### src/design/mmed_pkg.sv
// ----------------------------------------------------------------------------
// mmed_pkg
// shared constants and types of the min/max envelope decimator
// ----------------------------------------------------------------------------
package mmed_pkg;

  // default parameter values
  localparam int SAMPLE_WIDTH_DEF       = 20;
  localparam int SMALL_BUCKET_LIMIT_DEF = 32;

  // fixed field widths
  localparam int LEN_W      = 16;
  localparam int CNT_W      = 13;
  localparam int IDX_W      = 12;
  localparam int CFG_IDX_W  = 8;
  localparam int CFG_DATA_W = 16;

  // q3.16 unity and the largest frame
  localparam int Q_ONE       = 65536;
  localparam int MAX_BUCKETS = 4096;

  // register map
  localparam logic [CFG_IDX_W-1:0] REG_BUCKET_LEN   = CFG_IDX_W'(0);
  localparam logic [CFG_IDX_W-1:0] REG_BUCKET_COUNT = CFG_IDX_W'(1);

  // register reset values
  localparam logic [LEN_W-1:0] BUCKET_LEN_RESET   = LEN_W'(1);
  localparam logic [CNT_W-1:0] BUCKET_COUNT_RESET = CNT_W'(1024);

  typedef struct packed {
    logic [LEN_W-1:0] bucket_len;
    logic [CNT_W-1:0] bucket_count;
  } cfg_t;

endpackage

### src/design/mmed_if.sv
// ----------------------------------------------------------------------------
// mmed interfaces
// valid/ready channels for samples, bucket results and register writes
// ----------------------------------------------------------------------------
interface mmed_in_if #(
  parameter int SAMPLE_WIDTH = mmed_pkg::SAMPLE_WIDTH_DEF
);
  import mmed_pkg::*;
  logic                           valid;
  logic                           ready;
  logic signed [SAMPLE_WIDTH-1:0] sample;
  logic                           frame_start;

  modport source (output valid, output sample, output frame_start, input ready);
  modport sink   (input valid, input sample, input frame_start, output ready);
endinterface

interface mmed_out_if #(
  parameter int SAMPLE_WIDTH = mmed_pkg::SAMPLE_WIDTH_DEF
);
  import mmed_pkg::*;
  logic                           valid;
  logic                           ready;
  logic signed [SAMPLE_WIDTH-1:0] peak_high;
  logic signed [SAMPLE_WIDTH-1:0] peak_low;
  logic [IDX_W-1:0]               bucket_index;
  logic                           last;

  modport source (output valid, output peak_high, output peak_low,
                  output bucket_index, output last, input ready);
  modport sink   (input valid, input peak_high, input peak_low,
                  input bucket_index, input last, output ready);
endinterface

interface mmed_cfg_if;
  import mmed_pkg::*;
  logic                  valid;
  logic                  ready;
  logic [CFG_IDX_W-1:0]  index;
  logic [CFG_DATA_W-1:0] data;

  modport source (output valid, output index, output data, input ready);
  modport sink   (input valid, input index, input data, output ready);
endinterface

### src/design/mmed_cfg_regs.sv
// ----------------------------------------------------------------------------
// mmed_cfg_regs
// bucket length and bucket count registers behind the write channel
// ----------------------------------------------------------------------------
module mmed_cfg_regs (
  input  logic          clk,
  input  logic          rst_n,
  mmed_cfg_if.sink      cfg,
  output mmed_pkg::cfg_t cfg_o
);
  import mmed_pkg::*;

  cfg_t cfg_r;
  cfg_t cfg_nxt;

  assign cfg.ready = 1'b1;
  assign cfg_o     = cfg_r;

  always_comb begin
    cfg_nxt = cfg_r;
    if (cfg.valid) begin
      unique case (cfg.index)
        REG_BUCKET_LEN:   cfg_nxt.bucket_len   = cfg.data[LEN_W-1:0];
        REG_BUCKET_COUNT: cfg_nxt.bucket_count = cfg.data[CNT_W-1:0];
        default:          cfg_nxt = cfg_r;
      endcase
    end
  end

  always_ff @(posedge clk) begin
    if (!rst_n) begin
      cfg_r.bucket_len   <= BUCKET_LEN_RESET;
      cfg_r.bucket_count <= BUCKET_COUNT_RESET;
    end else begin
      cfg_r <= cfg_nxt;
    end
  end

endmodule

### src/design/mmed_bucket_core.sv
// ----------------------------------------------------------------------------
// mmed_bucket_core
// per-sample bucket tracking, envelope fold and clamp
// ----------------------------------------------------------------------------
module mmed_bucket_core #(
  parameter int SAMPLE_WIDTH       = mmed_pkg::SAMPLE_WIDTH_DEF,
  parameter int SMALL_BUCKET_LIMIT = mmed_pkg::SMALL_BUCKET_LIMIT_DEF
) (
  input  logic                           clk,
  input  logic                           rst_n,
  input  mmed_pkg::cfg_t                 cfg_i,
  input  logic                           accept_i,
  input  logic signed [SAMPLE_WIDTH-1:0] sample_i,
  input  logic                           frame_start_i,
  output logic                           res_valid_o,
  output logic signed [SAMPLE_WIDTH-1:0] peak_high_o,
  output logic signed [SAMPLE_WIDTH-1:0] peak_low_o,
  output logic [mmed_pkg::IDX_W-1:0]     bucket_index_o,
  output logic                           last_o
);
  import mmed_pkg::*;

  // clamp domain wide enough to hold plus and minus one
  localparam int CW = (SAMPLE_WIDTH > 18) ? SAMPLE_WIDTH : 18;
  localparam logic signed [CW-1:0] POS_ONE = CW'(Q_ONE);
  localparam logic signed [CW-1:0] NEG_ONE = -CW'(Q_ONE);

  logic signed [SAMPLE_WIDTH-1:0] run_max_r, run_max_nxt;
  logic signed [SAMPLE_WIDTH-1:0] run_min_r, run_min_nxt;
  logic [LEN_W-1:0]               count_r, count_nxt;
  logic [CNT_W-1:0]               bucket_r, bucket_nxt;
  logic                           done_r, done_nxt;

  logic [LEN_W-1:0]               len_eff;
  logic [CNT_W-1:0]               cnt_eff;
  logic                           big;
  logic [LEN_W-1:0]               sc;
  logic [CNT_W-1:0]               cb;
  logic                           fd;
  logic                           close;
  logic                           is_last;
  logic signed [SAMPLE_WIDTH-1:0] hi, lo;
  logic signed [CW-1:0]           hi_w, lo_w;

  always_comb begin
    len_eff = (cfg_i.bucket_len == '0) ? LEN_W'(1) : cfg_i.bucket_len;
    if (cfg_i.bucket_count == '0) begin
      cnt_eff = CNT_W'(1);
    end else if (cfg_i.bucket_count > CNT_W'(MAX_BUCKETS)) begin
      cnt_eff = CNT_W'(MAX_BUCKETS);
    end else begin
      cnt_eff = cfg_i.bucket_count;
    end
    big = len_eff > LEN_W'(SMALL_BUCKET_LIMIT);

    // frame start restarts counting on this very sample
    sc = frame_start_i ? '0 : count_r;
    cb = frame_start_i ? '0 : bucket_r;
    fd = frame_start_i ? 1'b0 : done_r;

    run_max_nxt = run_max_r;
    run_min_nxt = run_min_r;
    if (sc == '0) begin
      run_max_nxt = sample_i;
      run_min_nxt = sample_i;
    end else if (big) begin
      if (sample_i > run_max_r) run_max_nxt = sample_i;
      if (sample_i < run_min_r) run_min_nxt = sample_i;
    end

    close   = ({1'b0, sc} + (LEN_W+1)'(1)) >= {1'b0, len_eff};
    is_last = ({1'b0, cb} + (CNT_W+1)'(1)) >= {1'b0, cnt_eff};

    // in tracking mode (bucket_len above SMALL_BUCKET_LIMIT) same-sign buckets collapse onto one value
    hi = run_max_nxt;
    lo = run_min_nxt;
    if (big) begin
      if (hi[SAMPLE_WIDTH-1] && lo[SAMPLE_WIDTH-1]) begin
        hi = lo;
      end else if (!hi[SAMPLE_WIDTH-1] && (hi != '0) &&
                   !lo[SAMPLE_WIDTH-1] && (lo != '0)) begin
        lo = hi;
      end
    end
    hi_w = CW'(hi);
    lo_w = CW'(lo);
    if (hi_w > POS_ONE) hi_w = POS_ONE;
    if (lo_w < NEG_ONE) lo_w = NEG_ONE;

    count_nxt  = count_r;
    bucket_nxt = bucket_r;
    done_nxt   = done_r;
    if (accept_i && !fd) begin
      if (close) begin
        count_nxt  = '0;
        bucket_nxt = is_last ? cb : cb + CNT_W'(1);
        done_nxt   = is_last;
      end else begin
        count_nxt  = sc + LEN_W'(1);
        bucket_nxt = cb;
        done_nxt   = 1'b0;
      end
    end
  end

  assign res_valid_o    = accept_i && !fd && close;
  assign peak_high_o    = hi_w[SAMPLE_WIDTH-1:0];
  assign peak_low_o     = lo_w[SAMPLE_WIDTH-1:0];
  assign bucket_index_o = cb[IDX_W-1:0];
  assign last_o         = is_last;

  always_ff @(posedge clk) begin
    if (!rst_n) begin
      count_r  <= '0;
      bucket_r <= '0;
      done_r   <= 1'b0;
    end else begin
      count_r  <= count_nxt;
      bucket_r <= bucket_nxt;
      done_r   <= done_nxt;
    end
  end

  always_ff @(posedge clk) begin
    if (accept_i && !fd) begin
      run_max_r <= run_max_nxt;
      run_min_r <= run_min_nxt;
    end
  end

  a_done_count_clear: assert property (@(posedge clk) disable iff (!rst_n)
    done_r |-> (count_r == '0))
    else $error("frame done with a part-filled bucket");

  a_bucket_range: assert property (@(posedge clk) disable iff (!rst_n)
    !bucket_r[CNT_W-1])
    else $error("bucket position beyond the largest frame");

  a_last_ends_frame: assert property (@(posedge clk) disable iff (!rst_n)
    (res_valid_o && last_o) |=> done_r)
    else $error("final bucket did not end the frame");

endmodule

### src/design/mmed_out_buf.sv
// ----------------------------------------------------------------------------
// mmed_out_buf
// two-entry skid buffer holding bucket results for the output channel
// ----------------------------------------------------------------------------
module mmed_out_buf #(
  parameter int SAMPLE_WIDTH = mmed_pkg::SAMPLE_WIDTH_DEF
) (
  input  logic                           clk,
  input  logic                           rst_n,
  input  logic                           push_i,
  input  logic signed [SAMPLE_WIDTH-1:0] peak_high_i,
  input  logic signed [SAMPLE_WIDTH-1:0] peak_low_i,
  input  logic [mmed_pkg::IDX_W-1:0]     bucket_index_i,
  input  logic                           last_i,
  output logic                           room_o,
  mmed_out_if.source                     out
);
  import mmed_pkg::*;

  localparam int EW = 2*SAMPLE_WIDTH + IDX_W + 1;

  logic [EW-1:0] main_r, main_nxt;
  logic [EW-1:0] skid_r, skid_nxt;
  logic          main_v_r, main_v_nxt;
  logic          skid_v_r, skid_v_nxt;
  logic [EW-1:0] din;
  logic          pop;

  assign din = {peak_high_i, peak_low_i, bucket_index_i, last_i};
  assign pop = main_v_r && out.ready;

  always_comb begin
    main_nxt   = main_r;
    skid_nxt   = skid_r;
    main_v_nxt = main_v_r;
    skid_v_nxt = skid_v_r;
    if (pop) begin
      if (skid_v_r) begin
        main_nxt   = skid_r;
        main_v_nxt = 1'b1;
        skid_v_nxt = push_i;
        if (push_i) skid_nxt = din;
      end else begin
        main_v_nxt = push_i;
        if (push_i) main_nxt = din;
      end
    end else if (push_i) begin
      if (!main_v_r) begin
        main_nxt   = din;
        main_v_nxt = 1'b1;
      end else begin
        skid_nxt   = din;
        skid_v_nxt = 1'b1;
      end
    end
  end

  always_ff @(posedge clk) begin
    if (!rst_n) begin
      main_v_r <= 1'b0;
      skid_v_r <= 1'b0;
    end else begin
      main_v_r <= main_v_nxt;
      skid_v_r <= skid_v_nxt;
    end
  end

  always_ff @(posedge clk) begin
    main_r <= main_nxt;
    skid_r <= skid_nxt;
  end

  // room is registered so the input side never waits on out.ready
  assign room_o           = !skid_v_r;
  assign out.valid        = main_v_r;
  assign out.peak_high    = main_r[EW-1 -: SAMPLE_WIDTH];
  assign out.peak_low     = main_r[EW-1-SAMPLE_WIDTH -: SAMPLE_WIDTH];
  assign out.bucket_index = main_r[IDX_W:1];
  assign out.last         = main_r[0];

  a_skid_behind_main: assert property (@(posedge clk) disable iff (!rst_n)
    skid_v_r |-> main_v_r)
    else $error("skid entry held with empty head");

  a_no_overflow: assert property (@(posedge clk) disable iff (!rst_n)
    push_i |-> !skid_v_r)
    else $error("result pushed into a full buffer");

  a_skid_fill_cause: assert property (@(posedge clk) disable iff (!rst_n)
    $rose(skid_v_r) |-> $past(main_v_r && !out.ready && push_i))
    else $error("skid entry filled without a stalled head");

endmodule

### src/design/min_max_envelope_decimator_core.sv
// ----------------------------------------------------------------------------
// min_max_envelope_decimator_core
// reduces a sample stream to one clamped min/max envelope result per bucket
// ----------------------------------------------------------------------------
// a bucket result is registered in the result buffer before it is offered
// throughput: one sample per cycle, set by the combinational bucket update
// output stalls are absorbed by a two-entry result buffer; samples stop only
//   when both entries are full
// reset (rst_n low, synchronous): counters and frame state cleared, buffer
//   emptied, bucket_len back to 1 and bucket_count back to 1024
// ----------------------------------------------------------------------------
module min_max_envelope_decimator_core #(
  parameter int SAMPLE_WIDTH       = mmed_pkg::SAMPLE_WIDTH_DEF,
  parameter int SMALL_BUCKET_LIMIT = mmed_pkg::SMALL_BUCKET_LIMIT_DEF
) (
  input  logic        clk,
  input  logic        rst_n,
  mmed_in_if.sink     in_chan,
  mmed_out_if.source  out_chan,
  mmed_cfg_if.sink    cfg_chan
);
  import mmed_pkg::*;

  cfg_t                           cfg;
  logic                           in_accept;
  logic                           res_valid;
  logic signed [SAMPLE_WIDTH-1:0] res_high;
  logic signed [SAMPLE_WIDTH-1:0] res_low;
  logic [IDX_W-1:0]               res_index;
  logic                           res_last;
  logic                           buf_room;

  // register file, to be written by the user only while the block is idle; the block itself does not enforce this
  mmed_cfg_regs u_cfg (
    .clk   (clk),
    .rst_n (rst_n),
    .cfg   (cfg_chan),
    .cfg_o (cfg)
  );

  // a sample transaction completes on valid and ready together
  assign in_chan.ready = buf_room;
  assign in_accept     = in_chan.valid && in_chan.ready;

  // bucket bookkeeping and envelope, all in the accepting cycle
  mmed_bucket_core #(
    .SAMPLE_WIDTH       (SAMPLE_WIDTH),
    .SMALL_BUCKET_LIMIT (SMALL_BUCKET_LIMIT)
  ) u_core (
    .clk            (clk),
    .rst_n          (rst_n),
    .cfg_i          (cfg),
    .accept_i       (in_accept),
    .sample_i       (in_chan.sample),
    .frame_start_i  (in_chan.frame_start),
    .res_valid_o    (res_valid),
    .peak_high_o    (res_high),
    .peak_low_o     (res_low),
    .bucket_index_o (res_index),
    .last_o         (res_last)
  );

  // result register with skid entry, decoupling both channels
  mmed_out_buf #(
    .SAMPLE_WIDTH (SAMPLE_WIDTH)
  ) u_out (
    .clk            (clk),
    .rst_n          (rst_n),
    .push_i         (res_valid),
    .peak_high_i    (res_high),
    .peak_low_i     (res_low),
    .bucket_index_i (res_index),
    .last_i         (res_last),
    .room_o         (buf_room),
    .out            (out_chan)
  );

  // results only ever come from accepted samples
  a_result_needs_sample: assert property (@(posedge clk) disable iff (!rst_n)
    res_valid |-> in_accept)
    else $error("result raised without a sample transaction");

  // the upper envelope never drops below the lower one, except where one of them is clamped to plus or minus one
  a_envelope_order: assert property (@(posedge clk) disable iff (!rst_n)
    res_valid |-> (res_high >= res_low || res_high == SAMPLE_WIDTH'(Q_ONE)
                   || res_low == -SAMPLE_WIDTH'(Q_ONE)))
    else $error("upper envelope below lower envelope");

  // with room there is always space for the next result
  a_room_means_space: assert property (@(posedge clk) disable iff (!rst_n)
    (buf_room && res_valid) |=> out_chan.valid)
    else $error("result lost on entry to the buffer");

endmodule

### src/flat_wrapper.sv
// flat-port wrapper written by rule: the top's interface ports become plain ports
module min_max_envelope_decimator_core_flat import mmed_pkg::*;
#(
  parameter int SAMPLE_WIDTH       = mmed_pkg::SAMPLE_WIDTH_DEF,
  parameter int SMALL_BUCKET_LIMIT = mmed_pkg::SMALL_BUCKET_LIMIT_DEF
)
  (clk, rst_n, in_chan_valid, in_chan_sample, in_chan_frame_start, in_chan_ready, out_chan_valid, out_chan_peak_high, out_chan_peak_low, out_chan_bucket_index, out_chan_last, out_chan_ready, cfg_chan_valid, cfg_chan_index, cfg_chan_data, cfg_chan_ready);
  mmed_in_if #(.SAMPLE_WIDTH(SAMPLE_WIDTH)) in_chan_i ();
  mmed_out_if #(.SAMPLE_WIDTH(SAMPLE_WIDTH)) out_chan_i ();
  mmed_cfg_if cfg_chan_i ();
  input  logic clk;
  input  logic rst_n;
  input wire logic [$bits(in_chan_i.valid)-1:0] in_chan_valid;
  input wire logic [$bits(in_chan_i.sample)-1:0] in_chan_sample;
  input wire logic [$bits(in_chan_i.frame_start)-1:0] in_chan_frame_start;
  output wire logic [$bits(in_chan_i.ready)-1:0] in_chan_ready;
  output wire logic [$bits(out_chan_i.valid)-1:0] out_chan_valid;
  output wire logic [$bits(out_chan_i.peak_high)-1:0] out_chan_peak_high;
  output wire logic [$bits(out_chan_i.peak_low)-1:0] out_chan_peak_low;
  output wire logic [$bits(out_chan_i.bucket_index)-1:0] out_chan_bucket_index;
  output wire logic [$bits(out_chan_i.last)-1:0] out_chan_last;
  input wire logic [$bits(out_chan_i.ready)-1:0] out_chan_ready;
  input wire logic [$bits(cfg_chan_i.valid)-1:0] cfg_chan_valid;
  input wire logic [$bits(cfg_chan_i.index)-1:0] cfg_chan_index;
  input wire logic [$bits(cfg_chan_i.data)-1:0] cfg_chan_data;
  output wire logic [$bits(cfg_chan_i.ready)-1:0] cfg_chan_ready;
  assign in_chan_i.valid = in_chan_valid;
  assign in_chan_i.sample = in_chan_sample;
  assign in_chan_i.frame_start = in_chan_frame_start;
  assign in_chan_ready = in_chan_i.ready;
  assign out_chan_valid = out_chan_i.valid;
  assign out_chan_peak_high = out_chan_i.peak_high;
  assign out_chan_peak_low = out_chan_i.peak_low;
  assign out_chan_bucket_index = out_chan_i.bucket_index;
  assign out_chan_last = out_chan_i.last;
  assign out_chan_i.ready = out_chan_ready;
  assign cfg_chan_i.valid = cfg_chan_valid;
  assign cfg_chan_i.index = cfg_chan_index;
  assign cfg_chan_i.data = cfg_chan_data;
  assign cfg_chan_ready = cfg_chan_i.ready;
  min_max_envelope_decimator_core #(.SAMPLE_WIDTH(SAMPLE_WIDTH), .SMALL_BUCKET_LIMIT(SMALL_BUCKET_LIMIT)) u_core (.clk(clk), .rst_n(rst_n), .in_chan(in_chan_i), .out_chan(out_chan_i), .cfg_chan(cfg_chan_i));
endmodule
### config.mk
export PLATFORM = sky130hd
export DESIGN_NAME = min_max_envelope_decimator_core_flat
export DESIGN_NICKNAME = d
export VERILOG_FILES = /design/src/design/mmed_pkg.sv /design/src/design/mmed_if.sv /design/src/design/mmed_cfg_regs.sv /design/src/design/mmed_bucket_core.sv /design/src/design/mmed_out_buf.sv /design/src/design/min_max_envelope_decimator_core.sv /design/src/flat_wrapper.sv
export SDC_FILE = /design/constraint.sdc
export NUM_CORES = 1
export LEC_CHECK = 0
export ABC_AREA = 1
export BUFFER_PORTS_ARGS = -buffer_cell sky130_fd_sc_hd__buf_2
export CAP_MARGIN = 40
export CORE_ASPECT_RATIO = 1.1
export CORE_MARGIN = 2
export CORE_UTILIZATION = 40
export DETAILED_ROUTE_END_ITERATION = 8
export HOLD_SLACK_MARGIN = 0.08
export PLACE_DENSITY = 0.67
export SYNTH_ARGS = -nofsm -noshare
export SYNTH_HDL_FRONTEND = slang
export SYNTH_SLANG_ARGS = --single-unit
### constraint.sdc
create_clock -name clk -period 7.2 [get_ports clk]
set_input_delay 0.36 -clock clk [delete_from_list [all_inputs] [get_ports clk]]
set_output_delay 0.36 -clock clk [all_outputs]
set_load 0.01 [all_outputs]
Yosys cells after proc, flatten, opt, wreduce, memory -nomap -nowiden --
Cells that the tools add are included.
Word-level totals: register bits after elaboration 207, bits in latches 0, RAM bits 0, ROM bits 0, bits of input ports 50, output and inout port bits 56, word-level logic and storage cells 92, memories kept 0
Cells by class: $add $sub $neg 4, multipliers 0, divide/modulo/power cells 0, $lt $le $gt $ge 8, equal/unequal tests 4, shift operators 0, multiplexer cells 39, bitwise operators 0, reduce and logical (&&, ||, !) cells 26
Operators by type and width (number):
- two-way mux 53 bit | 9
- two-way mux 20 bit | 13
- two-way mux 13 bit | 5
- two-way mux 16 bit | 3
- nonzero test 20 bit | 2
- logical NOT 16 bit | 2
- > comparator 20 x 18 -> 1 bit (second input constant) | 1
- > comparator 20 bit | 1
- less-than comparator 20 x 17 -> 1 bit (second input constant) | 1
- less-than comparator 20 bit | 1
- adder 16 x 1 -> 17 bit (second input constant) | 1
- greater-or-equal comparator 17 x 16 -> 1 bit | 1
- adder 16 x 1 -> 16 bit (second input constant) | 1
- > comparator 16 x 6 -> 1 bit (second input constant) | 1
- adder 13 x 1 -> 14 bit (second input constant) | 1
- greater-or-equal comparator 14 x 13 -> 1 bit | 1
- adder 13 x 1 -> 13 bit (second input constant) | 1
- > comparator 13 bit (second input constant) | 1
- logical NOT 13 bit | 1
- two-way mux 1 bit | 9
- == test 8 x 1 -> 1 bit (second input constant) | 1
- logical AND 1 bit | 8
- logical NOT 8 bit | 1
- AND reduction 2 bit | 3
- 6 further kinds | 12

Logic depth before layout (Yosys ltp) --
depth after elaboration 17, gate-level depth with buffers 32, mapped depth without buffers 30

Hierarchy --
A second synthesis with hierarchy kept.
Second synthesis, totals: cell total of the unflattened synthesis 1529, area, all modules 12174.2 um^2
By module, submodules not included:
- mmed_bucket_core | times used 1, cells each 1044, area each 6832.8 um^2, sequential area each 1801.7 um^2
- mmed_out_buf | times used 1, cells each 297, area each 3998.8 um^2, sequential area each 3223.1 um^2
- mmed_cfg_regs | times used 1, cells each 186, area each 1335.0 um^2, sequential area each 580.6 um^2
- min_max_envelope_decimator_core | times used 1, cells each 2, area each 7.5 um^2, sequential area each 0.0 um^2

Worst setup path after synthesis --
No wires, ideal clock.
path type input to register, from in in_chan_frame_start, to reg u_core.u_out.main_r[0] (enable), library setup time 0.482 ns, arrival 5.809 ns, required time 6.718 ns, setup slack 0.910 ns, cell stages on the path 23, buffers on the path 3, path through buf_4 -> buf_6 -> clkbuf_1 -> nor2_1 -> ha_1 -> nand3_1 -> nor2_1 -> nand3_1 -> nor3_1 -> nand3_1 -> xor2_1 -> inv_1 -> ha_1 -> nand2_1 -> o21ai_0 -> a21oi_1 -> o211ai_1 -> nand2_1 -> nand2_1 -> inv_1 -> nor2_1 -> a21oi_1 -> a21oi_1
Between the ends: cells in the longest elaborated chain, start to end 6, elaborated cells between the ends (all ways) 10, classes of those cells 1 x add/sub; 1 x order compare; 2 x mux; 6 x reduce/logical
RTL lines:
- start, declared | RTL line flat_wrapper.sv:15 | input wire logic [$bits(in_chan_i.frame_start)-1:0] in_chan_frame_start;
- two-way mux 16 bit or two-way mux 1 bit (tied branches) | RTL line mmed_bucket_core.sv:57, mmed_bucket_core.sv:59
- adder 16 x 1 -> 17 bit or logical NOT 1 bit (tied branches) | RTL line mmed_bucket_core.sv:71, mmed_bucket_core.sv:106
- greater-or-equal comparator 17 x 16 -> 1 bit or logical AND 1 bit (tied branches) | RTL line mmed_bucket_core.sv:71, mmed_bucket_core.sv:106
- logical AND 1 bit (*) | RTL line mmed_bucket_core.sv:106 | assign res_valid_o = accept_i && !fd && close;
- nonzero test 2 bit (no line)
- AND reduction 3 bit (no line) (*)
- end signal, assigned | RTL line mmed_out_buf.sv:69 | main_r <= main_nxt;
- end, declared | RTL line mmed_out_buf.sv:22 | logic [EW-1:0] main_r, main_nxt;
Every way passes the cells marked *; elsewhere a longest branch is shown, timed or not. A chain may end at the register's enable or synchronous reset.

Worst setup path after layout --
from reg u_core.u_cfg.cfg_r (netlist bit u_core.u_cfg.cfg_o[16]), to reg u_core.u_out.main_r[25] (data pin)
Between the ends: cells in the longest elaborated chain, start to end 17, elaborated cells between the ends (all ways) 25, classes of those cells 2 x order compare; 14 x mux; 9 x reduce/logical
RTL lines:
- start, declared | RTL line mmed_cfg_regs.sv:13 | cfg_t cfg_r;
- start signal, assigned | RTL line mmed_cfg_regs.sv:35 | cfg_r <= cfg_nxt;
- logical NOT 16 bit | RTL line mmed_bucket_core.sv:46 | len_eff = (cfg_i.bucket_len == '0) ? LEN_W'(1) : cfg_i.bucket_len;
- two-way mux 16 bit (*) | RTL line mmed_bucket_core.sv:46
- > comparator 16 x 6 -> 1 bit (*) | RTL line mmed_bucket_core.sv:54 | big = len_eff > LEN_W'(SMALL_BUCKET_LIMIT);
- two-way mux 20 bit | RTL line mmed_bucket_core.sv:66 | end else if (big) begin
- two-way mux 20 bit | RTL line mmed_bucket_core.sv:63 | if (sc == '0) begin
- nonzero test 20 bit or logical NOT 1 bit (tied branches) | RTL line mmed_bucket_core.sv:80 | end else if (!hi[SAMPLE_WIDTH-1] && (hi != '0) &&
- logical AND 1 bit (2 in series) | RTL line mmed_bucket_core.sv:80
- logical AND 1 bit | RTL line mmed_bucket_core.sv:81 | !lo[SAMPLE_WIDTH-1] && (lo != '0)) begin
- two-way mux 20 bit | RTL line mmed_bucket_core.sv:80
- two-way mux 20 bit | RTL line mmed_bucket_core.sv:78 | if (hi[SAMPLE_WIDTH-1] && lo[SAMPLE_WIDTH-1]) begin
- two-way mux 20 bit (*) | RTL line mmed_bucket_core.sv:77 | if (big) begin
- less-than comparator 20 x 17 -> 1 bit | RTL line mmed_bucket_core.sv:88 | if (lo_w < NEG_ONE) lo_w = NEG_ONE;
- two-way mux 20 bit (*) | RTL line mmed_bucket_core.sv:88
- two-way mux 53 bit (on tied branches) | RTL line mmed_out_buf.sv:48, mmed_out_buf.sv:45
- two-way mux 53 bit (on tied branches) | RTL line mmed_out_buf.sv:47, mmed_out_buf.sv:38
- two-way mux 53 bit (*) | RTL line mmed_out_buf.sv:37 | if (pop) begin
- via u_core.u_out.main_nxt[25] | RTL line mmed_out_buf.sv:22
Mark *: on every way through the listed nets, which the timed path passes. The rest lies on a longest branch. The select of a mux whose other input is x is not followed.

==> flow_summary.json <==
{
  "clk_pin_slew_ns": 0.06,
  "port-buffer-count": 104,
  "drv_slew": 0,
  "cts_sinks": 207,
  "netlist_instances": 1438,
  "hpwl_um": 21600,
  "worstMarginPinSlew_ns": 0.815,
  "fillers": 2899,
  "die_h_um": 184,
  "max_freq_mhz": 178,
  "cts.path.max_buffers": 3,
  "cts_resized": 0,
  "globalplace.congestion": 0.910,
  "drt_iter0_markers": 776,
  "critPathArrivalTime_ns": 5.84,
  "cts_root_buf": "clkbuf_16",
  "layout.nets": 1647,
  "drive_gt1_share_pct": 12.9,
  "cp_max_fo": 20,
  "numCtsBuffers": 24,
  "coreArea_sq_um": 29400,
  "rsz0062_at_grt": "false",
  "first_global_vias": 9227,
  "slew_headroom_pct": 45.6,
  "vias_per_cell": 4.98,
  "start_util_pct": 40.3,
  "skew_ns": 0.0260,
  "post_cts_buffers": 0,
  "area.growth.synth_to_final_pct": 13.6,
  "drc_errors": 0,
  "status": "complete, no violations",
  "max_cap_viol_count": 0,
  "regArea_sq_um": 5610,
  "io_pins": 106,
  "worstSetupPathType": "flip-flop to flip-flop",
  "grt_usage_pct": 18.7,
  "ys_warn_count": 0,
  "hold_viol": 0,
  "cts_tree": "yes",
  "fin_crit_ns": 5.61,
  "die_x_um": 168,
  "grt_max_degree": 69,
  "synth.distinct_cells": 52,
  "ys_seq_area_share_pct": 47.3,
  "setup_viol": 0,
  "multi_input_area_sq_um": 5010,
  "grt_overflow": 0,
  "ir_drop_mv": 0.149,
  "timing.final.crit_share_pct": 77.9,
  "crit_path_end_kind": "flip-flop",
  "antenna_found_initial": 0,
  "antenna_cells": 0,
  "rows": 66,
  "vias": 9533,
  "dr.pass1.iters": 6,
  "clk_latency_ns": 0.53,
  "wl_per_cell_um": 15.2,
  "routed_wl_um": 29000,
  "ant_nets": 0,
  "synthesis.nets": 1560,
  "p_leak_nw": 6.24,
  "grt_pass1_wl_um": 46600,
  "syn_avg_cell_area_sq_um": 8.24,
  "timing.setup.tns_ns": 0,
  "critPathLaunchType": "flip-flop",
  "critPathRequiredTime_ns": 7.43,
  "hold_path.class": "primary input to flip-flop",
  "fin_util_pct": 45.8,
  "dieArea_sq_um": 31000,
  "ys_ff_latch": 207,
  "p_per_area_nw_per_um2": 221,
  "h-tree-depth": 1,
  "synth_area_sq_um": 11800
}
[what timing repair did]
action / in CTS / in global routing
hold endpoints to repair: 2 / 0
setup endpoints to repair: 0 / 0
hold buffers: 2 / 0
[critical path: stages, from the launching register on]
cell	delay [ns]
dfxtp_1	0.31
nor3_1	0.16
nand3_1	0.12
nand2_1	0.07
nand3_1	0.49
nand3_2	0.45
nand2_1	0.41
buf_8	0.29
nand2_1	0.08
nand2_2	0.20
inv_1	0.18
nand4_1	0.12
nand3b_2	0.51
nand3_4	0.36
nand2_1	0.12
a21oi_1	0.17
nand3_1	0.10
ha_1	0.29
clkinv_1	0.42
nand3_1	0.30
a21oi_1	0.10
[path summary, 6_finish.rpt]
| path | start | end | cells past startpoint | slack [ns] |
|---|---|---|---|---|
| max | u_core.u_cfg.cfg_o[16] | u_core.u_out.main_r[25] | 20 | 1.59 |
| min | cfg_chan_data[9] | u_core.u_cfg.cfg_o[9] | 3 | 0.10 |
| max reg2reg | u_core.u_cfg.cfg_o[16] | u_core.u_out.main_r[25] | 20 | 1.59 |
| min reg2reg | u_core.u_core.count_r[14] | u_core.u_core.count_r[14] | 2 | 0.46 |
[flip-flops by register name, summed over array words and instances (netlist names), 13 cells and up]
signal	count
u_core.u_out.main_r	53
u_core.u_cfg.cfg_o	29
u_core.u_core.bucket_r	13
u_core.u_core.run_min_r	20
u_core.u_core.count_r	16
u_core.u_core.run_max_r	20
u_core.u_out.skid_r	53
[cells in the mapped netlist, drive strengths merged]
| library cell | number | area, sq um |
|---|---|---|
| nand2 | 340 | 1320 |
| inv | 245 | 920 |
| edfxtp | 146 | 4380 |
| nor2 | 139 | 527 |
| a21oi | 111 | 589 |
| o21ai | 85 | 448 |
| ha | 72 | 901 |
| dfxtp | 61 | 1220 |
| nand3 | 61 | 335 |
| nand4 | 43 | 269 |
| clkbuf | 32 | 120 |
| buf | 24 | 214 |
| xor2 | 17 | 149 |
| nor3 | 13 | 65.1 |
| nor4 | 7 | 50.1 |
| o21a | 7 | 67.6 |
| a221oi | 5 | 43.8 |
| xnor2 | 5 | 43.8 |
| o211ai | 3 | 22.5 |
| a21o | 2 | 15.0 |
| a31oi | 2 | 12.5 |
| clkinv | 2 | 7.51 |
| nand3b | 2 | 18.8 |
| nor3b | 2 | 15.0 |
| a211oi | 1 | 7.51 |
| a21boi | 1 | 7.51 |
| a31o | 1 | 8.76 |
| and2 | 1 | 6.26 |
| and3 | 1 | 6.26 |
| conb | 1 | 3.75 |
| o21ba | 1 | 10.0 |
| o21bai | 1 | 7.51 |
| o41ai | 1 | 8.76 |
| or2 | 1 | 6.26 |
| or3 | 1 | 6.26 |
| or4 | 1 | 7.51 |
[per-stage QoR]
step                      hold slack (ns)  total power, mW  instance area, sq um  setup slack (ns)  instances
after global routing                0.122             3.10                 13500              1.05       1916
final                               0.103             2.97                 13500              1.59       1916
after global placement              0.453             1.73                 12600              1.57       1868
after detailed placement            0.457             1.75                 12600              1.63       1871
after floorplan                     0.445             1.62                 11800             0.910       1438
after CTS                          0.0807             3.00                 13500              1.63       1916
[cells by family after synthesis]
| logic type | Yosys count | synth area share [%] |
|---|---|---|
| XOR/XNOR | 22 | 1.63 |
| AND/OR/NAND/NOR | 612 | 22.2 |
| AO/OA/AOI/OAI | 221 | 10.5 |
| adder cells (fa/ha/maj) | 72 | 7.60 |
| other | 1 | 0.0317 |
| buffers and inverters | 303 | 10.6 |
| flip-flops | 207 | 47.3 |
[metal layers]
layer | track usage [%] | share of wire [%]
met5 | 0 | 0
met4 | 6.17 | 3.2
met3 | 2.08 | 4.0
met2 | 34.6 | 50
met1 | 22.8 | 43
[power by group]
part	internal (mW)	total, mW	leakage [nW]	switching [mW]
Combinational	0.112	0.340	3.96	0.228
Sequential	1.35	1.38	1.89	0.0249
Clock	0.754	1.25	0.386	0.498
Total	2.22	2.97	6.24	0.751
[cells in the final DEF (no fill, tap or decap), drive strengths merged, types with 11 or more instances in the layout]
| master | netlist | layout |
|---|---|---|
| nor2 | 139 | 139 |
| nor3 | 13 | 13 |
| clkinv | 2 | 11 |
| inv | 245 | 245 |
| xor2 | 17 | 17 |
| o21ai | 85 | 85 |
| a21oi | 111 | 111 |
| clkbuf | 32 | 28 |
| nand2 | 340 | 340 |
| buf | 24 | 115 |
| nand4 | 43 | 43 |
| dfxtp | 61 | 61 |
| edfxtp | 146 | 146 |
| ha | 72 | 72 |
| nand3 | 61 | 61 |
[final cells by class]
cell class                      count  area share (%)
Clock inverter                     15            1.37
Inverter                          247            6.89
Tap cell                          374            3.48
Timing Repair Buffer              117            4.86
Multi-Input combinational cell    928            37.2
Clock buffer                       28            4.57
Sequential cell                   207            41.6
Power figures use the tool's default switching activity.
